$ cat src/rtl/itsc_pkg.sv
// shared types and constants of the imu tilt and spin classifier
package itsc_pkg;

  // stream widths
  localparam int IN_TDATA_W  = 80;
  localparam int OUT_TDATA_W = 80;

  // configuration port
  localparam int CFG_INDEX_W = 3;
  localparam int CFG_DATA_W  = 18;

  localparam logic [CFG_INDEX_W-1:0] REG_X_OFF    = 3'd0;
  localparam logic [CFG_INDEX_W-1:0] REG_Y_OFF    = 3'd1;
  localparam logic [CFG_INDEX_W-1:0] REG_Z_OFF    = 3'd2;
  localparam logic [CFG_INDEX_W-1:0] REG_TILT_THR = 3'd3;
  localparam logic [CFG_INDEX_W-1:0] REG_SPIN_THR = 3'd4;

  localparam logic signed [15:0] X_OFF_RST    = 16'sd50;
  localparam logic signed [15:0] Y_OFF_RST    = -16'sd180;
  localparam logic signed [15:0] Z_OFF_RST    = -16'sd10450;
  localparam logic [17:0]        TILT_THR_RST = 18'd1000;
  localparam logic [15:0]        SPIN_THR_RST = 16'd3000;

  // result codes
  localparam logic [2:0] TILT_NONE  = 3'd0;
  localparam logic [2:0] TILT_BACK  = 3'd1;
  localparam logic [2:0] TILT_RIGHT = 3'd2;
  localparam logic [2:0] TILT_FRONT = 3'd3;
  localparam logic [2:0] TILT_LEFT  = 3'd4;

  localparam logic [1:0] SPIN_NONE  = 2'd0;
  localparam logic [1:0] SPIN_ANTI  = 2'd1;
  localparam logic [1:0] SPIN_CLOCK = 2'd2;

  // depth of the queue between front and back
  localparam int QUEUE_DEPTH = 4;
  localparam int QUEUE_PTR_W = 2;

  // configuration register set
  typedef struct packed {
    logic signed [15:0] x_off;
    logic signed [15:0] y_off;
    logic signed [15:0] z_off;
    logic [17:0]        tilt_thr;
    logic [15:0]        spin_thr;
  } cfg_regs_t;

  // block sums handed from front to back
  typedef struct packed {
    logic signed [23:0] x;
    logic signed [23:0] y;
    logic signed [23:0] z;
    logic signed [21:0] s;
  } sums_t;

  // rounded means
  typedef struct packed {
    logic signed [18:0] x;
    logic signed [18:0] y;
    logic signed [18:0] z;
    logic signed [16:0] s;
  } means_t;

endpackage

$ cat src/rtl/itsc_front.sv
// front part: offset correction and saturating block accumulation
module itsc_front #(
  parameter int SAMPLES = 10
) (
  input  logic                clk,
  input  logic                rst_n,
  input  logic                in_valid,
  output logic                in_ready,
  input  logic signed [18:0]  accel_x,
  input  logic signed [18:0]  accel_y,
  input  logic signed [18:0]  accel_z,
  input  logic signed [16:0]  gyro_z,
  input  itsc_pkg::cfg_regs_t cfg,
  input  logic                q_full,
  output logic                push,
  output itsc_pkg::sums_t     push_sums
);

  localparam int CNT_W = (SAMPLES > 1) ? $clog2(SAMPLES) : 1;
  localparam logic [CNT_W-1:0] CNT_LAST = CNT_W'(SAMPLES - 1);

  logic [CNT_W-1:0]   cnt_r;
  logic signed [23:0] sum_x_r, sum_y_r, sum_z_r;
  logic signed [21:0] sum_s_r;
  logic signed [23:0] sum_x_nxt, sum_y_nxt, sum_z_nxt;
  logic signed [21:0] sum_s_nxt;
  logic signed [19:0] cx, cy, cz;
  logic               is_last, accept;

  function automatic logic signed [23:0] sat24(input logic signed [24:0] v);
    if (v > 25'sd8388607) begin
      return 24'sh7fffff;
    end else if (v < -25'sd8388608) begin
      return 24'sh800000;
    end
    return 24'(v);
  endfunction

  function automatic logic signed [21:0] sat22(input logic signed [22:0] v);
    if (v > 23'sd2097151) begin
      return 22'sh1fffff;
    end else if (v < -23'sd2097152) begin
      return 22'sh200000;
    end
    return 22'(v);
  endfunction

  // corrected samples and saturated running sums
  always_comb begin
    cx = 20'(accel_x) + 20'(cfg.x_off);
    cy = 20'(accel_y) + 20'(cfg.y_off);
    cz = 20'(accel_z) + 20'(cfg.z_off);
    sum_x_nxt = sat24(25'(sum_x_r) + 25'(cx));
    sum_y_nxt = sat24(25'(sum_y_r) + 25'(cy));
    sum_z_nxt = sat24(25'(sum_z_r) + 25'(cz));
    sum_s_nxt = sat22(23'(sum_s_r) + 23'(gyro_z));
  end

  // handshake: the closing sample needs a free queue slot
  assign is_last  = (cnt_r == CNT_LAST);
  assign in_ready = !is_last || !q_full;
  assign accept   = in_valid && in_ready;
  assign push     = accept && is_last;

  assign push_sums.x = sum_x_nxt;
  assign push_sums.y = sum_y_nxt;
  assign push_sums.z = sum_z_nxt;
  assign push_sums.s = sum_s_nxt;

  // sample count and sums
  always_ff @(posedge clk) begin
    if (!rst_n) begin
      cnt_r   <= '0;
      sum_x_r <= '0;
      sum_y_r <= '0;
      sum_z_r <= '0;
      sum_s_r <= '0;
    end else if (accept) begin
      if (is_last) begin
        cnt_r   <= '0;
        sum_x_r <= '0;
        sum_y_r <= '0;
        sum_z_r <= '0;
        sum_s_r <= '0;
      end else begin
        cnt_r   <= cnt_r + CNT_W'(1);
        sum_x_r <= sum_x_nxt;
        sum_y_r <= sum_y_nxt;
        sum_z_r <= sum_z_nxt;
        sum_s_r <= sum_s_nxt;
      end
    end
  end

endmodule

$ cat config.mk
export PLATFORM = sky130hd
export DESIGN_NAME = itsc_front
export DESIGN_NICKNAME = d
export VERILOG_FILES = /design/src/rtl/itsc_pkg.sv /design/src/rtl/itsc_front.sv
export SDC_FILE = /design/constraint.sdc
export NUM_CORES = 1
export LEC_CHECK = 0
export BUFFER_PORTS_ARGS = -buffer_cell sky130_fd_sc_hd__buf_2
export CAP_MARGIN = 20
export CORE_MARGIN = 1
export CORE_UTILIZATION = 35
export CTS_CLUSTER_DIAMETER = 50
export DETAILED_ROUTE_END_ITERATION = 10
export PLACE_DENSITY_LB_ADDON = 0.2
export SETUP_SLACK_MARGIN = 0.5
export SKIP_CTS_REPAIR_TIMING = 1
export SYNTH_ARGS = -nofsm -noshare
export SYNTH_HDL_FRONTEND = slang
export SYNTH_SLANG_ARGS = --single-unit
$ cat constraint.sdc
create_clock -name clk -period 4.25 [get_ports clk]
set_clock_uncertainty 0.15 [all_clocks]
set_input_delay 0 -clock clk [delete_from_list [all_inputs] [get_ports clk]]
set_output_delay 0 -clock clk [all_outputs]
set_load 0.01 [all_outputs]
# == After elaboration in Yosys (flattened, before gate mapping) ==
# Cells that the tools add are included.
# classes
muxes,25
add_sub_neg,8
eq_ne,1
n_lt_le_gt_ge,8
reduce_logical,5
# op_table
op,n
24-bit two-way mux,12
22-bit two-way mux,4
24-bit by 20-bit adder with 25-bit output,3
"25-bit by 24-bit > comparator with 1-bit output, second input constant",3
"25-bit by 24-bit less-than comparator with 1-bit output, second input constant",3
19-bit by 16-bit adder with 20-bit output,3
22-bit by 17-bit adder with 23-bit output,1
"23-bit by 22-bit > comparator with 1-bit output, second input constant",1
"23-bit by 22-bit less-than comparator with 1-bit output, second input constant",1
1-bit two-way mux,8
"4-bit by 1-bit adder with 4-bit output, second input constant",1
"4-bit == test, second input constant",1
4-bit two-way mux,1
1-bit logical AND,2
1-bit logical NOT,2
1-bit logical OR,1
# totals
wordCells,52
out_inout_bits,96
input_bits,160
regBits,98

# == Longest topological paths before layout ==
# depth
depth_word,7
depth_mapped,15
ltp_nobuf,13

# == Worst setup path before layout ==
# Ideal clock, no wire load.
# synth_path
path_kind,reg-to-reg
from,register sum_x_r[1]
to,register sum_x_r[2]
setup_time_ns,0.060
required_time_ns,4.040
stages_incl_launch_ff,14
arrival_time_ns,3.283
setup_slack_ns,0.758
period_less_slack_ns,3.492
path_cell_list,dfxtp_1 > fa_1 > ha_1 > inv_1 > fa_1 > nand2b_1 > a211oi_1 > o31a_1 > o311ai_1 > o21ai_1 > xor2_1 > nand2_1 > a21oi_1 > a22o_1
# synth_lines
element,line,source
from (decl),itsc_front.sv:23,"logic signed [23:0] sum_x_r, sum_y_r, sum_z_r;"
from (signal assigned),itsc_front.sv:87,sum_x_r <= sum_x_nxt;

==> run summary <==
gp weighted congestion = 0.874
Slew Viols, Final = 0
register area = 0.00197 mm²
number of flops mapped to enable cells by yosys = 0
clock root cell = clkbuf_16
ys flop type = dfxtp_1
Wirelength per Cell = 17.1 µm
Avg Vias per Cell = 5.34
fin crit share = 94.2%
Hold Path Class = in2reg
Crit Path Class = reg2out
RSZ-0062 raised after global routing = true
die width = 173 µm
Crit. End Element = output port
Startpoint Class = flip-flop
min Tclk post-route = 4010 ps
Filler Cell Count = 2803
Finish-stage setup viols = 0
cell count after synthesis = 1150
Initial DRT Pass Iterations = 5
WHS = -3.83 ps
GRT Overall Usage = 19.8%
vias in the first global route = 9172
Cell variety after synth = 71
Remaining DRCs = 0
CTS sink count = 98
chip height = 173 µm
CTS clk-pin slew, worst paths = 80 ps
ranking of synthesized cells by area = dfxtp_1 (19%), fa_1 (15%), ha_1 (11%)
Slew HR = 47.8%
DIE AREA = 0.0298 mm²
Max clock buf depth = 2
sequential cell area fraction in the yosys report = 19.2%
MaxCap Viol Count = 0
core box area = 0.0287 mm²
CTS tree = done
IO Count = 256
average cell area after synthesis = 8.87 µm²
grt ovf = 0
largest net degree at the start of global routing = 54
measured slew at the worst slew-check pin = 781 ps
peak fanout along the critical path = 6
area of the multi-input gates = 0.00858 mm²
Post-Syn Nets = 1477
first-pass GRT wire length = 48100 µm
Area growth, synth to finish = 35.8%
Routed WL = 31300 µm
failing checks = negative hold slack
Mapped Area = 0.0102 mm²
Clock Latency Late Sink = 360 ps
total number of vias = 9789
fmax = 250 MHz
Required @ worst endpoint = 4100 ps
I/O Buffers = 221
Initial Utilization = 35.5%
post-layout util = 48.2%
Arrival @ worst endpoint = 3860 ps
most area-hungry cell type in the Yosys netlist = dfxtp_1
H-tree depth = 3
flops & latches, synth = 98
ys async rst share = 0%
layout cell share with drive strength beyond 1 = 33.9%
final net count = 1771
Hold Vio Cnt, Final = 1
antenna-violating nets left = 0
CTS Buf Count = 9
Final HPWL DP = 23400 µm
status = complete, but fails checks
Synth top area share = 19.2%
DR iter-0 viols = 551
initial antenna violation count = 1
row count = 62
Syn. warnings = 0
[cell usage after synthesis, types with 15 or more instances]
cell type,count
dfxtp_1,98
inv_1,32
a21oi_1,94
nor2b_1,15
o21a_1,16
nand2_1,98
nand2b_1,17
xor2_1,38
o21ai_0,78
ha_1,91
xnor2_1,43
o211ai_1,19
nor2_1,82
fa_1,76
clkbuf_1,27
o21bai_1,17
a21o_1,43
a221o_1,38
maj3_1,37
[area by class of cell]
class | instances | share of cell area, %
Multi-Input combinational cell | 976 | 62.0
Timing Repair Buffer | 327 | 17.2
Sequential cell | 98 | 14.2
Tap cell | 384 | 3.47
Clock buffer | 11 | 1.83
Inverter | 32 | 0.868
Clock inverter | 5 | 0.434
Antenna cell | 1 | 0.0181
[cell families (layout without fill, tap and decap cells)]
group	Yosys count	after routing	share of synthesized area [%]
XOR/XNOR	81	81	6.96
multiplexers	3	3	0.295
AND/OR/NAND/NOR	289	290	13.4
adder cells (fa/ha/maj)	204	204	29.7
AO/OA/AOI/OAI	397	398	27.0
flip-flops	98	98	19.2
other	0	1	0
buffers and inverters	78	375	3.29
[metrics by stage]
step	std cells	TNS, ps	area, µm²	hold WS, ps	setup slack [ps]
after floorplan	1150	0	10200	-65.2	758
after global placement	1742	0	11800	160	266
after detailed placement	1742	0	11800	165	215
after CTS	1758	-785	12100	-169	-166
after global routing	1834	0	13800	21.1	62.1
final	1834	0	13800	-3.83	245
[cells in the final DEF, fill, tap and decap left out, types with 12 or more instances in the layout]
cell type and n:
o21ai_0 62, o21bai_1 17, clkbuf_16 12, nor2_1 69, buf_4 56, xnor2_1 42, dfxtp_1 94, buf_6 68
xor2_1 36, a21o_1 43, o21a_1 15, buf_2 186, a21oi_2 14, nor3_1 12, o21ai_2 14, ha_1 83
nand3_1 12, nor2_4 12, a21oi_1 78, o211ai_1 19, inv_1 28, maj3_2 29, nor2b_1 13, fa_1 73
nand2b_1 16, nand2_1 90, a221o_1 37
[registers in the layout (all words and copies together) (netlist names)]
signal   count
sum_y_r     24
sum_s_r     22
cnt_r        4
sum_z_r     24
sum_x_r     24
[final timing paths]
kind,from,to,slack (ps),cells past startpoint
worst max-delay path,sum_z_r[1],push_sums[44],240,15
worst min-delay path,gyro_z[1],sum_s_r[1],-4,4
worst max register to register,sum_x_r[1],sum_x_r[6],410,16
worst min register to register,sum_x_r[9],sum_x_r[9],320,2
[per-layer routing]
metal | part of all wire, % | vias to the layer above | track usage, %
met2 | 48 | 227 | 33.1
met4 | 1.1 | 0 | 3.50
met1 | 47 | 4738 | 27.6
li1 | - | 4804 | -
met3 | 3.9 | 20 | 2.31
met5 | 0 | - | 0
[critical path, stage by stage, from the launching register on]
cell      delay, ps
dfxtp_2         330
fa_1            480
ha_2            200
inv_2            40
fa_2            360
nor2b_4         150
o31ai_4          80
a211oi_4        330
o21ai_2         120
o41ai_2         340
xor2_1          360
buf_4           210
and2_4          170
nor2_1           70
nor2_2          120
buf_2           150
Power is left out: the tool's default activity adds up to more than one toggle a clock period on the data nets, which glitch-free logic cannot reach.
