--- src/rtl/itsc_pkg.sv ---
// shared types and constants of the imu tilt and spin classifier
package itsc_pkg;

  // stream widths
  localparam int IN_TDATA_W  = 80;
  localparam int OUT_TDATA_W = 80;

  // configuration port
  localparam int CFG_INDEX_W = 3;
  localparam int CFG_DATA_W  = 18;

  localparam logic [CFG_INDEX_W-1:0] REG_X_OFF    = 3'd0;
  localparam logic [CFG_INDEX_W-1:0] REG_Y_OFF    = 3'd1;
  localparam logic [CFG_INDEX_W-1:0] REG_Z_OFF    = 3'd2;
  localparam logic [CFG_INDEX_W-1:0] REG_TILT_THR = 3'd3;
  localparam logic [CFG_INDEX_W-1:0] REG_SPIN_THR = 3'd4;

  localparam logic signed [15:0] X_OFF_RST    = 16'sd50;
  localparam logic signed [15:0] Y_OFF_RST    = -16'sd180;
  localparam logic signed [15:0] Z_OFF_RST    = -16'sd10450;
  localparam logic [17:0]        TILT_THR_RST = 18'd1000;
  localparam logic [15:0]        SPIN_THR_RST = 16'd3000;

  // result codes
  localparam logic [2:0] TILT_NONE  = 3'd0;
  localparam logic [2:0] TILT_BACK  = 3'd1;
  localparam logic [2:0] TILT_RIGHT = 3'd2;
  localparam logic [2:0] TILT_FRONT = 3'd3;
  localparam logic [2:0] TILT_LEFT  = 3'd4;

  localparam logic [1:0] SPIN_NONE  = 2'd0;
  localparam logic [1:0] SPIN_ANTI  = 2'd1;
  localparam logic [1:0] SPIN_CLOCK = 2'd2;

  // depth of the queue between front and back
  localparam int QUEUE_DEPTH = 4;
  localparam int QUEUE_PTR_W = 2;

  // configuration register set
  typedef struct packed {
    logic signed [15:0] x_off;
    logic signed [15:0] y_off;
    logic signed [15:0] z_off;
    logic [17:0]        tilt_thr;
    logic [15:0]        spin_thr;
  } cfg_regs_t;

  // block sums handed from front to back
  typedef struct packed {
    logic signed [23:0] x;
    logic signed [23:0] y;
    logic signed [23:0] z;
    logic signed [21:0] s;
  } sums_t;

  // rounded means
  typedef struct packed {
    logic signed [18:0] x;
    logic signed [18:0] y;
    logic signed [18:0] z;
    logic signed [16:0] s;
  } means_t;

endpackage

--- src/rtl/itsc_class.sv ---
// back part, second half: tilt sector and spin classification, output register
module itsc_class (
  input  logic             clk,
  input  logic             rst_n,
  input  logic             adv,
  input  logic             in_valid,
  input  itsc_pkg::means_t in_means,
  input  logic [17:0]      tilt_thr,
  input  logic [15:0]      spin_thr,
  output logic             out_valid,
  output logic [2:0]       tilt_code,
  output logic [1:0]       spin_code,
  output itsc_pkg::means_t out_means
);

  logic v1_r, v2_r, v3_r;

  // stage 1: magnitudes, sum and difference, thresholds, spin
  logic [18:0]      ax, ay;
  logic [18:0]      ax1_r, d1_r;
  logic [19:0]      s1_r;
  logic             gt1_r, over1_r, xpos1_r, ypos1_r;
  logic [1:0]       spin1_r, spin2_r;
  itsc_pkg::means_t m1_r, m2_r;
  logic [1:0]       spin_nxt;
  logic signed [17:0] ms_ext, sthr_ext;

  // stage 2: squares
  logic [37:0] x2_2_r, d2_2_r;
  logic [39:0] s2_2_r;
  logic        gt2_r, over2_r, xpos2_r, ypos2_r;

  // stage 3: sector decision
  logic [38:0] two_x2;
  logic        near_x, near_y;
  logic [2:0]  tilt_nxt;

  assign ax = in_means.x[18] ? 19'(-in_means.x) : 19'(in_means.x);
  assign ay = in_means.y[18] ? 19'(-in_means.y) : 19'(in_means.y);

  // spin direction against the threshold
  always_comb begin
    ms_ext   = 18'(in_means.s);
    sthr_ext = signed'({2'b00, spin_thr});
    if (ms_ext > sthr_ext) begin
      spin_nxt = itsc_pkg::SPIN_ANTI;
    end else if (ms_ext < -sthr_ext) begin
      spin_nxt = itsc_pkg::SPIN_CLOCK;
    end else begin
      spin_nxt = itsc_pkg::SPIN_NONE;
    end
  end

  // tangent-ratio sector tests
  always_comb begin
    two_x2 = {x2_2_r, 1'b0};
    near_x = s2_2_r < 40'(two_x2);
    near_y = gt2_r && (39'(d2_2_r) > two_x2);
    if (!over2_r) begin
      tilt_nxt = itsc_pkg::TILT_NONE;
    end else if (near_y) begin
      tilt_nxt = ypos2_r ? itsc_pkg::TILT_BACK : itsc_pkg::TILT_FRONT;
    end else if (near_x) begin
      tilt_nxt = xpos2_r ? itsc_pkg::TILT_LEFT : itsc_pkg::TILT_RIGHT;
    end else begin
      tilt_nxt = itsc_pkg::TILT_NONE;
    end
  end

  // stage valids
  always_ff @(posedge clk) begin
    if (!rst_n) begin
      v1_r <= 1'b0;
      v2_r <= 1'b0;
      v3_r <= 1'b0;
    end else if (adv) begin
      v1_r <= in_valid;
      v2_r <= v1_r;
      v3_r <= v2_r;
    end
  end

  // payload pipeline
  always_ff @(posedge clk) begin
    if (adv) begin
      ax1_r   <= ax;
      s1_r    <= 20'(ax) + 20'(ay);
      d1_r    <= ay - ax;
      gt1_r   <= ay > ax;
      over1_r <= (ax > 19'(tilt_thr)) || (ay > 19'(tilt_thr));
      xpos1_r <= !in_means.x[18] && (in_means.x != '0);
      ypos1_r <= !in_means.y[18] && (in_means.y != '0);
      spin1_r <= spin_nxt;
      m1_r    <= in_means;

      x2_2_r  <= 38'(ax1_r) * 38'(ax1_r);
      d2_2_r  <= 38'(d1_r) * 38'(d1_r);
      s2_2_r  <= 40'(s1_r) * 40'(s1_r);
      gt2_r   <= gt1_r;
      over2_r <= over1_r;
      xpos2_r <= xpos1_r;
      ypos2_r <= ypos1_r;
      spin2_r <= spin1_r;
      m2_r    <= m1_r;

      tilt_code <= tilt_nxt;
      spin_code <= spin2_r;
      out_means <= m2_r;
    end
  end

  assign out_valid = v3_r;

endmodule

--- config.mk ---
export PLATFORM = sky130hd
export DESIGN_NAME = itsc_class
export DESIGN_NICKNAME = d
export VERILOG_FILES = /design/src/rtl/itsc_pkg.sv /design/src/rtl/itsc_class.sv
export SDC_FILE = /design/constraint.sdc
export NUM_CORES = 2
export LEC_CHECK = 0
export ABC_AREA = 1
export BUFFER_PORTS_ARGS = -buffer_cell sky130_fd_sc_hd__buf_2
export CORE_ASPECT_RATIO = 0.7
export CORE_MARGIN = 2
export CORE_UTILIZATION = 40
export CTS_CLUSTER_DIAMETER = 150
export CTS_CLUSTER_SIZE = 20
export DETAILED_ROUTE_END_ITERATION = 10
export GPL_TIMING_DRIVEN = 0
export SLEW_MARGIN = 40
export SYNTH_ARGS = -nofsm -noshare
export SYNTH_HDL_FRONTEND = slang
export SYNTH_SLANG_ARGS = --single-unit
export TNS_END_PERCENT = 100
--- constraint.sdc ---
create_clock -name clk -period 13 [get_ports clk]
set_input_delay 1.3 -clock clk [delete_from_list [all_inputs] [get_ports clk]]
set_output_delay 1.3 -clock clk [all_outputs]
set_load 0.03 [all_outputs]
# Word level (Yosys, flattened, before mapping)
# Index checks and enable logic that the tools add are counted.
[word_totals]
output_inout_bits = 80
register_bits = 416
inputBits = 112
wordCells = 63
[classes]
n_mux = 7
n_mul = 3
add_sub_neg = 5
n_reduce_logical = 8
magnitude_cmp = 7
[op_table]
columns = ["operator", "count"]
rows = [
  ["$mul 19x19->38", 2],
  ["$lt 40x39->1", 1],
  ["$mul 20x20->40", 1],
  ["$gt 38x39->1", 1],
  ["$gt 19x18->1", 2],
  ["$mux 19", 2],
  ["$neg 19->19", 2],
  ["$reduce_bool 19->1", 2],
  ["$add 19x19->20", 1],
  ["$gt 19x19->1", 1],
  ["$sub 19x19->19", 1],
  ["$lt 17x18->1", 1],
  ["$neg 16->18", 1],
  ["$gt 17x17->1", 1],
  ["$mux 3", 3],
  ["$mux 2", 2],
  ["$logic_and 1x1->1", 3],
  ["$logic_not 1->1", 2],
  ["$logic_or 1x1->1", 1],
]

# Depth between registers and ports, before layout
[depth]
ltp_word = 4
ltp_mapped = 29

# Worst setup path after synthesis
# No wires, ideal clock.
[synth_timing]
path_kind = "register to register"
from = "reg s1_r[8]"
to = "reg s2_2_r[29] (data pin)"
required_time_ns = 12.742
setup_slack_ns = 6.928
arrival_time_ns = 5.814
stages_incl_launch_ff = 26
path_cell_list = "edfxtp_1 -> clkbuf_1 -> buf_1 -> nand2_1 -> fa_1 -> inv_1 -> fa_1 -> fa_1 -> fa_1 -> inv_1 -> fa_1 -> fa_1 -> fa_1 -> inv_1 -> ha_1 -> nand2_2 -> nor2_1 -> nand2_1 -> nand2_1 -> nand2_1 -> nand3_2 -> nand2_1 -> inv_1 -> nor2_1 -> nand2_1 -> nand2_1"
[synth_via]
elab_chain_len = 1
[synth_rtl]
columns = ["element", "line", "text"]
rows = [
  ["start: declaration", "itsc_class.sv:21", "logic [19:0] s1_r;"],
  ["start signal: assignment", "itsc_class.sv:87", "s1_r <= 20'(ax) + 20'(ay);"],
  ["$mul 20x20->40", "itsc_class.sv:98", "s2_2_r <= 40'(s1_r) * 40'(s1_r);"],
  ["end signal: assignment", "itsc_class.sv:98", ""],
  ["end: declaration", "itsc_class.sv:30", "logic [39:0] s2_2_r;"],
]
# No other way between the ends.
# A chain may end at the register's enable or synchronous reset.

# Worst setup path after layout
[layout_timing]
from = "reg s1_r[4]"
to = "reg s2_2_r[29] (data pin)"
# Same word-level chain as after synthesis.

==> summary.txt <==
Yosys
  – Synthesized Nets: 7,366
  – Netlist Area Pre-Place: 0.0531 sq mm
  – Post-synth EDFFs: 406
  – Asr flop ratio synth: 0
  – Synth Register Bits: 409
  – Cells after synthesis: 5,897
  – Sequential-to-total area share from yosys stat: 0.231
  – Syn avg cell area: 9.01 sq um
  – Top FF cell, synth: edfxtp_1
  – Netlist cell types: 49
  – Ys Warns: 0

Clock network
  – CTS tree: built
  – Clock Sink Count: 409
  – Worst-path clk slew: 0.10 ns
  – Clock Path Buffers: 3
  – Post_cts resized: 0
  – H-tree Lvls: 1
  – Setup bufs post-CTS: 0
  – TritonCTS Buffers: 25
  – Root Buffer: clkbuf_16
  – Later-pin clock latency in the skew report: 0.62 ns
  – Hold buffers post-CTS: 0

STA
  – Final setup fails: 0
  – Slew Limit Headroom: 0.386
  – Final Hold Vio Count: 0
  – Max Clock Freq: 127 MHz
  – Final setup TNS: 0 ns
  – Period utilization: 0.604
  – Post-route minimum period: 7.86 ns
  – Fin. max-slew vios: 0
  – Least-Margin Pin Slew: 0.921 ns
  – Clock skew: 0.0244 ns
  – RSZ-0062 raised after global routing: no

Floorplan
  – Die height: 309 microns
  – Placement row count: 111
  – Die area: 0.136 sq mm
  – Starting Density: 0.404
  – Core area: 0.131 sq mm
  – Chip Width: 440 microns
  – IO Count: 192

Global routing
  – Initial antenna violation count: 1
  – Vias in the first global route: 39,500
  – All-Layer GR Usage: 0.216
  – Global-route wire length before repair: 226,000 microns
  – Grt total ovfl: 0
  – Largest net degree at the start of global routing: 81

Routing
  – Met1 Wirelength: 69,100 microns
  – Via Count: 38,400
  – Highest Signal Layer: met5
  – Via density: 4.86
  – WL final: 143,000 microns
  – Avg WL per Cell: 18.2 microns
  – WL met3: 14,000 microns
  – Residual DRC count: 0
  – First DRT Iteration DRCs: 2,938
  – WL met2: 58,300 microns
  – Antenna Violating Nets Remaining: 0
  – Drt first pass iters: 6

Critical path
  – Crit-path max FO: 10
  – Critical-path top delay cell: buf_1
  – Crit end category: flop
  – Critical Path Start Type: flop
  – Crit path largest cell delay: 0.76 ns
  – Crit Path Class: flop to flop
  – CP arrival: 8.19 ns
  – Cell mode on critical path: fa_1
  – Worst path cell trace: clkbuf_1 > buf_1 > nand2_1 > fa_1 > inv_1 > fa_1 > inv_1 > fa_1 > inv_1 > fa_1 > fa_1 > fa_1 > fa_1 > ha_1 > a21oi_1 > o21ai_0 > a21oi_1 > nand3_2 > nand2_1 > inv_1 > o21ai_0 > nand2_1
  – Worst EP required: 13.33 ns

Finish
  – Area growth, synth to finish: 7.67%
  – Number of nets in the layout: 7,590
  – Fill count: 13,100
  – Share of post-route cells with drive strength above 1: 0.0587
  – Final Instance Count excl. Fillers: 7,887
  – Sequential Area: 0.0123 sq mm
  – Most frequent cells in the layout: inv_1 (1,683), nand2_1 (1,086), fa_1 (779)
  – Multi-input gate area: 0.0340 sq mm
  – Most common cell after layout, fill and taps aside: inv_1

Place
  – Post-DP HPWL: 123,000 microns
  – Gpl congestion: 0.954
  – Port Buffers: 191
  – Placed cell count: 7,844

Min path
  – Min-Delay Path Class: flop to flop

Flow run
  – Total of max-cap violations: 0

Status
  – Status: finished, final reports clean
layer usage:
layer,vias up,track usage
li1,18200,-
met2,1266,0.310
met5,-,0.0102
met4,2,0.0268
met3,97,0.0562
met1,18800,0.333
final timing paths:
path	from	endpoint	slack, ns	cells past startpoint
max	s1_r[4]	s2_2_r[29]	5.14	22
min	m2_r[52]	out_means[52]	0.41	0
max reg2reg	s1_r[4]	s2_2_r[29]	5.14	22
min reg2reg	m2_r[52]	out_means[52]	0.41	0
through the flow:
step	cell area, sq um	util	setup slack (ns)	hold slack (ns)
finish	57200	0.435	5.14	0.411
global route	57200	0.435	4.97	0.426
CTS	57100	0.435	5.19	0.411
detailed placement	56400	0.429	5.26	0.405
global placement	56300	0.428	4.05	0.400
floorplan	53100	-	6.93	0.400
flip-flops by register name (all words and copies together) (netlist names), 2 cells and up:
name / count
d2_2_r: 37
s2_2_r: 38
ax1_r: 19
m2_r: 74
spin_code: 2
spin2_r: 2
x2_2_r: 36
spin1_r: 2
s1_r: 19
out_means: 74
tilt_code: 3
m1_r: 73
d1_r: 19
cell type report:
cell class | instances | share of cell area
Buffer | 131 | 0.00954
Sequential cell | 409 | 0.214
Clock inverter | 4 | 0.00103
Tap cell | 1751 | 0.0383
Clock buffer | 36 | 0.0117
Antenna cell | 2 | 0.0000875
Multi-Input combinational cell | 3665 | 0.595
Timing Repair Buffer | 197 | 0.0195
Inverter | 1692 | 0.111
synth_stat cells (all sizes together), types with 52 or more instances:
library cell,instances,area (sq um)
fa,779,15600
nor2,305,1220
a21oi,231,1170
edfxtp,406,12200
o21ai,135,736
ha,578,7230
nand2,1105,4200
nor3,52,318
inv,1692,6350
nand3,105,541
xor2,156,1370
clkbuf,84,315
critical path: cells and delay by family, from the launching register on:
family	cells	cell delay, ns
AO/OA/AOI/OAI	4	0.81
adder cells (fa/ha/maj)	8	4.00
buffers and inverters	6	1.62
flip-flops	1	0.46
AND/OR/NAND/NOR	4	0.66
logic make-up after synthesis:
| family | Yosys count | synth area share |
|---|---|---|
| xor+xnor | 192 | 0.0317 |
| simple gates | 1645 | 0.128 |
| fa+ha+maj | 1357 | 0.430 |
| buf+inv | 1823 | 0.129 |
| compound gates | 471 | 0.0506 |
| flops | 409 | 0.231 |
Power is not shown: default switching activity piles up to over one toggle a cycle in this logic, so the estimate is an artifact.
