--- src/rtl/itsc_pkg.sv ---
// shared types and constants of the imu tilt and spin classifier
package itsc_pkg;

  // stream widths
  localparam int IN_TDATA_W  = 80;
  localparam int OUT_TDATA_W = 80;

  // configuration port
  localparam int CFG_INDEX_W = 3;
  localparam int CFG_DATA_W  = 18;

  localparam logic [CFG_INDEX_W-1:0] REG_X_OFF    = 3'd0;
  localparam logic [CFG_INDEX_W-1:0] REG_Y_OFF    = 3'd1;
  localparam logic [CFG_INDEX_W-1:0] REG_Z_OFF    = 3'd2;
  localparam logic [CFG_INDEX_W-1:0] REG_TILT_THR = 3'd3;
  localparam logic [CFG_INDEX_W-1:0] REG_SPIN_THR = 3'd4;

  localparam logic signed [15:0] X_OFF_RST    = 16'sd50;
  localparam logic signed [15:0] Y_OFF_RST    = -16'sd180;
  localparam logic signed [15:0] Z_OFF_RST    = -16'sd10450;
  localparam logic [17:0]        TILT_THR_RST = 18'd1000;
  localparam logic [15:0]        SPIN_THR_RST = 16'd3000;

  // result codes
  localparam logic [2:0] TILT_NONE  = 3'd0;
  localparam logic [2:0] TILT_BACK  = 3'd1;
  localparam logic [2:0] TILT_RIGHT = 3'd2;
  localparam logic [2:0] TILT_FRONT = 3'd3;
  localparam logic [2:0] TILT_LEFT  = 3'd4;

  localparam logic [1:0] SPIN_NONE  = 2'd0;
  localparam logic [1:0] SPIN_ANTI  = 2'd1;
  localparam logic [1:0] SPIN_CLOCK = 2'd2;

  // depth of the queue between front and back
  localparam int QUEUE_DEPTH = 4;
  localparam int QUEUE_PTR_W = 2;

  // configuration register set
  typedef struct packed {
    logic signed [15:0] x_off;
    logic signed [15:0] y_off;
    logic signed [15:0] z_off;
    logic [17:0]        tilt_thr;
    logic [15:0]        spin_thr;
  } cfg_regs_t;

  // block sums handed from front to back
  typedef struct packed {
    logic signed [23:0] x;
    logic signed [23:0] y;
    logic signed [23:0] z;
    logic signed [21:0] s;
  } sums_t;

  // rounded means
  typedef struct packed {
    logic signed [18:0] x;
    logic signed [18:0] y;
    logic signed [18:0] z;
    logic signed [16:0] s;
  } means_t;

endpackage

--- src/rtl/itsc_mean.sv ---
// back part, first half: sum / (10 * block length), rounded, then times ten
module itsc_mean #(
  parameter int SAMPLES = 10
) (
  input  logic             clk,
  input  logic             rst_n,
  input  logic             adv,
  input  logic             in_valid,
  input  itsc_pkg::sums_t  in_sums,
  output logic             out_valid,
  output itsc_pkg::means_t out_means
);

  // reciprocal divide: q = floor(n / DIV) with n below 2**24
  localparam int DIV  = 10 * SAMPLES;
  localparam int BIAS = 5 * SAMPLES;
  localparam int K    = 25;
  localparam longint RECIP = (64'd1 << K) / DIV;
  localparam int MW   = $clog2(RECIP + 1);
  localparam int QW   = 21;
  localparam int PRW  = 24 + MW;
  localparam logic [MW-1:0] RECIP_C = MW'(RECIP);

  logic v0_r, v1_r, v2_r, v3_r;
  logic signed [23:0] lane_sum [4];
  logic signed [18:0] lane_mean [4];

  assign lane_sum[0] = in_sums.x;
  assign lane_sum[1] = in_sums.y;
  assign lane_sum[2] = in_sums.z;
  assign lane_sum[3] = 24'(in_sums.s);

  // stage valids, whole back pipeline moves on adv
  always_ff @(posedge clk) begin
    if (!rst_n) begin
      v0_r <= 1'b0;
      v1_r <= 1'b0;
      v2_r <= 1'b0;
      v3_r <= 1'b0;
    end else if (adv) begin
      v0_r <= in_valid;
      v1_r <= v0_r;
      v2_r <= v1_r;
      v3_r <= v2_r;
    end
  end

  for (genvar i = 0; i < 4; i++) begin : g_lane
    localparam int W = (i == 3) ? 17 : 19;
    localparam logic [24:0] LIM = 25'(2 ** (W - 1));

    logic [23:0]        n0_r, n1_r;
    logic               neg0_r, neg1_r, neg2_r;
    logic [PRW-1:0]     prod1_r;
    logic [QW-1:0]      q2_r;
    logic signed [18:0] mean3_r;
    logic [23:0]        mag, rem;
    logic [QW-1:0]      q_est, q_fix;
    logic [24:0]        m;
    logic signed [24:0] res;

    // magnitude plus half divisor
    assign mag = lane_sum[i][23] ? 24'(-lane_sum[i]) : 24'(lane_sum[i]);

    // quotient estimate and one-step correction
    always_comb begin
      q_est = QW'(prod1_r >> K);
      rem   = n1_r - 24'(q_est * DIV);
      q_fix = q_est + QW'(rem >= 24'(DIV));
    end

    // scale back by ten, restore sign, saturate to field width
    always_comb begin
      m = 25'({q2_r, 3'b000}) + 25'({q2_r, 1'b0});
      if (neg2_r) begin
        res = (m > LIM) ? -25'(LIM) : -25'(m);
      end else begin
        res = (m >= LIM) ? 25'(LIM - 25'd1) : 25'(m);
      end
    end

    // lane pipeline registers
    always_ff @(posedge clk) begin
      if (adv) begin
        n0_r    <= mag + 24'(BIAS);
        neg0_r  <= lane_sum[i][23];
        prod1_r <= PRW'(n0_r) * PRW'(RECIP_C);
        n1_r    <= n0_r;
        neg1_r  <= neg0_r;
        q2_r    <= q_fix;
        neg2_r  <= neg1_r;
        mean3_r <= 19'(res);
      end
    end

    assign lane_mean[i] = mean3_r;
  end

  assign out_valid   = v3_r;
  assign out_means.x = lane_mean[0];
  assign out_means.y = lane_mean[1];
  assign out_means.z = lane_mean[2];
  assign out_means.s = 17'(lane_mean[3]);

endmodule

--- config.mk ---
export PLATFORM = sky130hd
export DESIGN_NAME = itsc_mean
export DESIGN_NICKNAME = d
export VERILOG_FILES = /design/src/rtl/itsc_pkg.sv /design/src/rtl/itsc_mean.sv
export SDC_FILE = /design/constraint.sdc
export NUM_CORES = 2
export LEC_CHECK = 0
export BUFFER_PORTS_ARGS = -buffer_cell sky130_fd_sc_hd__buf_4
export CORE_UTILIZATION = 45
export DETAILED_ROUTE_END_ITERATION = 8
export GPL_ROUTABILITY_DRIVEN = 0
export SLEW_MARGIN = 0
export SYNTH_ARGS = -nofsm -noshare
export SYNTH_HDL_FRONTEND = slang
export SYNTH_SLANG_ARGS = --single-unit
--- constraint.sdc ---
create_clock -name clk -period 10.9 [get_ports clk]
set_input_delay 0.545 -clock clk [delete_from_list [all_inputs] [get_ports clk]]
set_output_delay 0.545 -clock clk [all_outputs]
set_load 0.01 [all_outputs]
After elaboration in Yosys (flattened, before gate mapping)
Index checks and enable logic that the tools add are counted.

storage, ports and cells
  flip-flop bits (word level) = 526
  output and inout port bits = 75
  input bits = 98

cells by class
  multiply operators = 8
  muxes and demuxes = 16
  $lt $le $gt $ge = 12
  $add $sub $neg = 24

operators with widths
  operator                                                                               number
  19-bit two-way mux                                                                     9
  24-bit by 16-bit multiplier with 40-bit output, second input constant                  4
  24-bit by 22-bit adder with 25-bit output                                              4
  24-bit by 6-bit adder with 24-bit output, second input constant                        4
  24-bit by 7-bit greater-or-equal comparator with 1-bit output, second input constant   4
  24-bit two-way mux                                                                     4
  24-bit subtractor                                                                      4
  18-bit by 5-bit multiplier with 22-bit output, second input constant                   4
  18-bit by 1-bit adder with 19-bit output                                               4
  25-bit by 19-bit greater-or-equal comparator with 1-bit output, second input constant  3
  25-bit by 19-bit > comparator with 1-bit output, second input constant                 3
  24-bit negation                                                                        3
  19-bit negation                                                                        3
  17-bit two-way mux                                                                     3
  25-bit by 17-bit greater-or-equal comparator with 1-bit output, second input constant  1
  25-bit by 17-bit > comparator with 1-bit output, second input constant                 1
  22-bit negation with 24-bit output                                                     1
  17-bit negation                                                                        1

Logic depth before layout (Yosys ltp)
  depth after elaboration = 4
  mapped depth = 33
  mapped depth without buffers = 33

Worst setup path after synthesis
Ideal clock, no wire load.

  path kind = register -> register
  start = register g_lane[0].prod1_r[29]
  end = register g_lane[0].q2_r[18] (data pin)
  setup time = 0.255 ns
  cell stages (with the launch flop) = 34
  path slack = 3.643 ns
  arrival = 7.002 ns
  data required time = 10.645 ns
  period minus slack after synthesis = 7.257 ns
  cells stage by stage = edfxtp_1 > ha_1 > ha_1 > inv_1 > fa_1 > inv_1 > ha_1 > nor3_1 > nor2_1 > a31oi_1 > o21ai_0 > a211oi_1 > nor2b_1 > o21ai_0 > nand2b_1 > xnor2_1 > ha_1 > or4b_2 > o22ai_1 > nor4_1 > o211ai_1 > a31o_2 > a2111oi_0 > nand3_1 > a2111oi_0 > o2111ai_1 > or4_1 > ha_1 > ha_1 > and3_1 > and3_1 > nand3_1 > nor2_1 > and2_1

between the ends
  cells in the longest elaborated chain, start to end = 4

RTL lines
  what                                                           line             text
  start, declared                                                itsc_mean.sv:54  logic [PRW-1:0] prod1_r;
  start signal, assigned                                         itsc_mean.sv:87  prod1_r <= PRW'(n0_r) * PRW'(RECIP_C);
  18-bit by 5-bit multiplier with 22-bit output                  itsc_mean.sv:68  rem = n1_r - 24'(q_est * DIV);
  24-bit subtractor                                              itsc_mean.sv:68
  24-bit by 7-bit greater-or-equal comparator with 1-bit output  itsc_mean.sv:69  q_fix = q_est + QW'(rem >= 24'(DIV));
  18-bit by 1-bit adder with 19-bit output *                     itsc_mean.sv:69
  net g_lane[0].q_fix[18]                                        itsc_mean.sv:58  logic [QW-1:0] q_est, q_fix;
  end signal, assigned                                           itsc_mean.sv:90  q2_r <= q_fix;
  end, declared                                                  itsc_mean.sv:55  logic [QW-1:0] q2_r;

The timed path passes the listed nets; every way through them passes the cells marked *.
A chain may end at the register's enable or synchronous reset.

Worst setup path in the final report
  start = register g_lane[0].prod1_r[27]
  end = register g_lane[0].q2_r[18] (data pin)

The elaborated chain is that of the path after synthesis.

==> summary.md <==
| Metric | Value |
|---|---|
| Initial DRC Count | `2178` |
| Ranking of synthesized cells by area | `ha_1 23%, fa_1 23%, edfxtp_1 20%, inv_1 6.8%, xnor2_1 3.7%` |
| Fmax | `120 MHz` |
| I/O pins | `173` |
| Final Hold Viols | `0` |
| Slew at the pin closest to its max-slew limit | `1060 ps` |
| Core ar. | `138000 sq um` |
| Total Nets Final | `8220` |
| Residual DRC count | `0` |
| Count leader, synth | `ha_1` |
| Post-DR wirelength/cell | `16.5 um` |
| HP Class | `primary input to flip-flop` |
| Outcome | `completed` |
| CP delay by family, top | `compound AO/OA/AOI/OAI gates` |
| Most frequent CP cell | `ha_1` |
| Yosys warns | `0` |
| Part of the Yosys area used for sequential elements | `20.2%` |
| # diodes | `0` |
| Initial antenna violation count | `0` |
| Final Cell Area | `67600 sq um` |
| Largest net degree at the start of global routing | `165` |
| M3 GR Usage | `1.88%` |
| Die X | `375 um` |
| Wirelength, routed | `134000 um` |
| CTS tree | `built` |
| Post-CTS setup buffer count | `0` |
| Initial Utilization | `45.4%` |
| Detailed Routing Iterations Pass 1 | `6` |
| Grt peak-use layer | `met2` |
| Final setup viols | `0` |
| Post-synthesis cell area | `62500 sq um` |
| Sum Neg Setup Slack | `0 ps` |
| First-pass GRT wire length | `223000 um` |
| Syn Inst Count | `6110` |
| Pre-CTS WS | `2680 ps` |
| Final WS setup | `2580 ps` |
| Via density per instance | `5.29` |
| Critical path class | `flip-flop to flip-flop` |
| Period utilisation layout | `76.3%` |
| Commonest cells in the synthesized netlist | `1144 x ha_1, 1133 x inv_1, 712 x fa_1` |
| Slew HR | `29.4%` |
| Avg Inst Size Synth | `10.2 sq um` |
| Unique masters post-synth | `96` |
| Hold Slack | `110 ps` |
| Slowest Stage Delay on Critical Path | `570 ps` |
| RSZ-0062 raised after global routing | `false` |
| Synthesis-to-finish area growth | `8.22%` |
| Die H | `375 um` |
| GR Overflow Total | `0` |
| Pins Over Slew Limit | `0` |
| Later-pin clock latency in the skew report | `670 ps` |
| MaxCap Viol Count | `0` |
| Synth Register Bits | `422` |
| Asr flop ratio synth | `0%` |
| Buffers on Ports | `172` |
| Row count | `136` |
| H-tree levels | `2` |
| Post-CTS sizing | `0` |
| Yosys top cell by area | `ha_1` |
| Vias in the first global route | `44300` |
| Cts hold-fix bufs | `0` |
| Fin crit period | `8320 ps` |
| Crit path buffers/inverters | `0` |
| GRT Total Usage | `19.5%` |
| CP required | `11300 ps` |
| Worst-path clk slew | `60 ps` |
| Critical Path Source Type | `flip-flop` |
| Root Driver | `clkbuf_16` |
| Slowest-stage cell, CP | `or4_1` |
| GRT met2 Usage | `33.1%` |
| Clock sinks | `422` |
| Met1 usage | `27.1%` |
| Yosys top cell area share | `22.9%` |
| Most used DFF post-synth | `edfxtp_1` |
| Max clock buf depth | `3` |
| Via count | `42900` |
| Die area | `140000 sq um` |
| DP Wirelength | `110000 um` |
| Share of cells above drive strength 1 | `5.04%` |
| Post-route ant nets | `0` |
| Worst Clk Skew | `32.8 ps` |
| Post-synth EDFFs | `418` |
| Total CTS buffers | `54` |
| Largest fanout on the critical path | `7` |
| CP Capture Type | `flip-flop` |
| Arr. time, crit path | `8720 ps` |
| DP Area | `65800 sq um` |
[registers in the layout (all words and copies together), names as in the netlist, 4 cells and up]
register	flops
g_lane.neg1_r	4
g_lane.mean3_r	74
g_lane.q2_r	76
g_lane.neg2_r	4
g_lane.n1_r	88
g_lane.n0_r	96
g_lane.neg0_r	4
g_lane.prod1_r	72
[worst reg2reg max path, delay by kind of cell (launching register included)]
| family | cells | cell delay [ps] |
|---|---|---|
| flops | 1 | 460 |
| fa+ha+maj | 7 | 2360 |
| compound gates | 12 | 2820 |
| simple gates | 11 | 2270 |
| xor+xnor | 1 | 150 |
[path summary, 6_finish.rpt]
| kind | startpoint | to | slack [ps] | cells after the start |
|---|---|---|---|---|
| setup / recovery | g_lane[0].prod1_r[27] | g_lane[0].q2_r[18] | 2580 | 31 |
| hold / removal | in_sums[0] | g_lane[3].n0_r[0] | 110 | 1 |
| setup reg to reg | g_lane[0].prod1_r[27] | g_lane[0].q2_r[18] | 2580 | 31 |
| hold reg to reg | g_lane[3].neg0_r | g_lane[3].neg1_r | 420 | 0 |
[per-stage QoR]
| step | util [%] | cells |
|---|---|---|
| after floorplan | - | 6111 |
| after global placement | 47.8 | 8004 |
| after detailed placement | 47.8 | 8004 |
| after CTS | 49.1 | 8106 |
| after global routing | 49.1 | 8106 |
| final | 49.1 | 8106 |
[kinds of logic (layout without fill, tap and decap cells)]
logic type | count (synthesis) | count (layout) | share of synthesized area (%)
other | 1 | 2 | 0.00600
AO/OA/AOI/OAI | 1015 | 1015 | 10.7
XOR/XNOR | 456 | 456 | 6.39
multiplexers | 26 | 26 | 0.431
adder cells (fa/ha/maj) | 1856 | 1856 | 45.7
buffers and inverters | 1214 | 1415 | 7.35
AND/OR/NAND/NOR | 1120 | 1120 | 9.23
flip-flops | 422 | 422 | 20.2
[area by class of cell]
cell class                 instances  area [sq um]
fill                           12700         70000
multi-input combinational       4475         45300
sequential                       422         12600
inverter                        1133          4250
tap                             1794          2240
clock buffer                      65          1390
timing repair buffer             180          1370
clock inverter                    37           463
[cell usage in the layout (no fill, tap or decap), drive strengths merged, types with 21 or more instances in the layout]
| cell | n |
|---|---|
| nand3 | 103 |
| edfxtp | 418 |
| or3 | 37 |
| nor4 | 38 |
| o21a | 43 |
| nor3 | 108 |
| o31ai | 44 |
| o211ai | 24 |
| o21ai | 220 |
| a31oi | 30 |
| o21bai | 26 |
| xor2 | 192 |
| a21o | 71 |
| nand3b | 22 |
| xnor2 | 264 |
| and2 | 26 |
| o22ai | 26 |
| fa | 712 |
| clkbuf | 65 |
| a211oi | 52 |
| inv | 1139 |
| nand2 | 236 |
| ha | 1144 |
| nand4 | 42 |
| a211o | 21 |
| buf | 180 |
| nor3b | 28 |
| nor2b | 60 |
| nor2 | 247 |
| and3 | 41 |
| nand2b | 58 |
| or4 | 22 |
| a21oi | 262 |
[layer usage]
| metal | wire length, um | part of all wire, % |
|---|---|---|
| met5 | 0 | 0 |
| met4 | 2260 | 1.7 |
| met3 | 4530 | 3.4 |
| met2 | 62800 | 47 |
| met1 | 64400 | 48 |
Power is not shown: default switching activity piles up to over one toggle a cycle in this logic, so the estimate is an artifact.
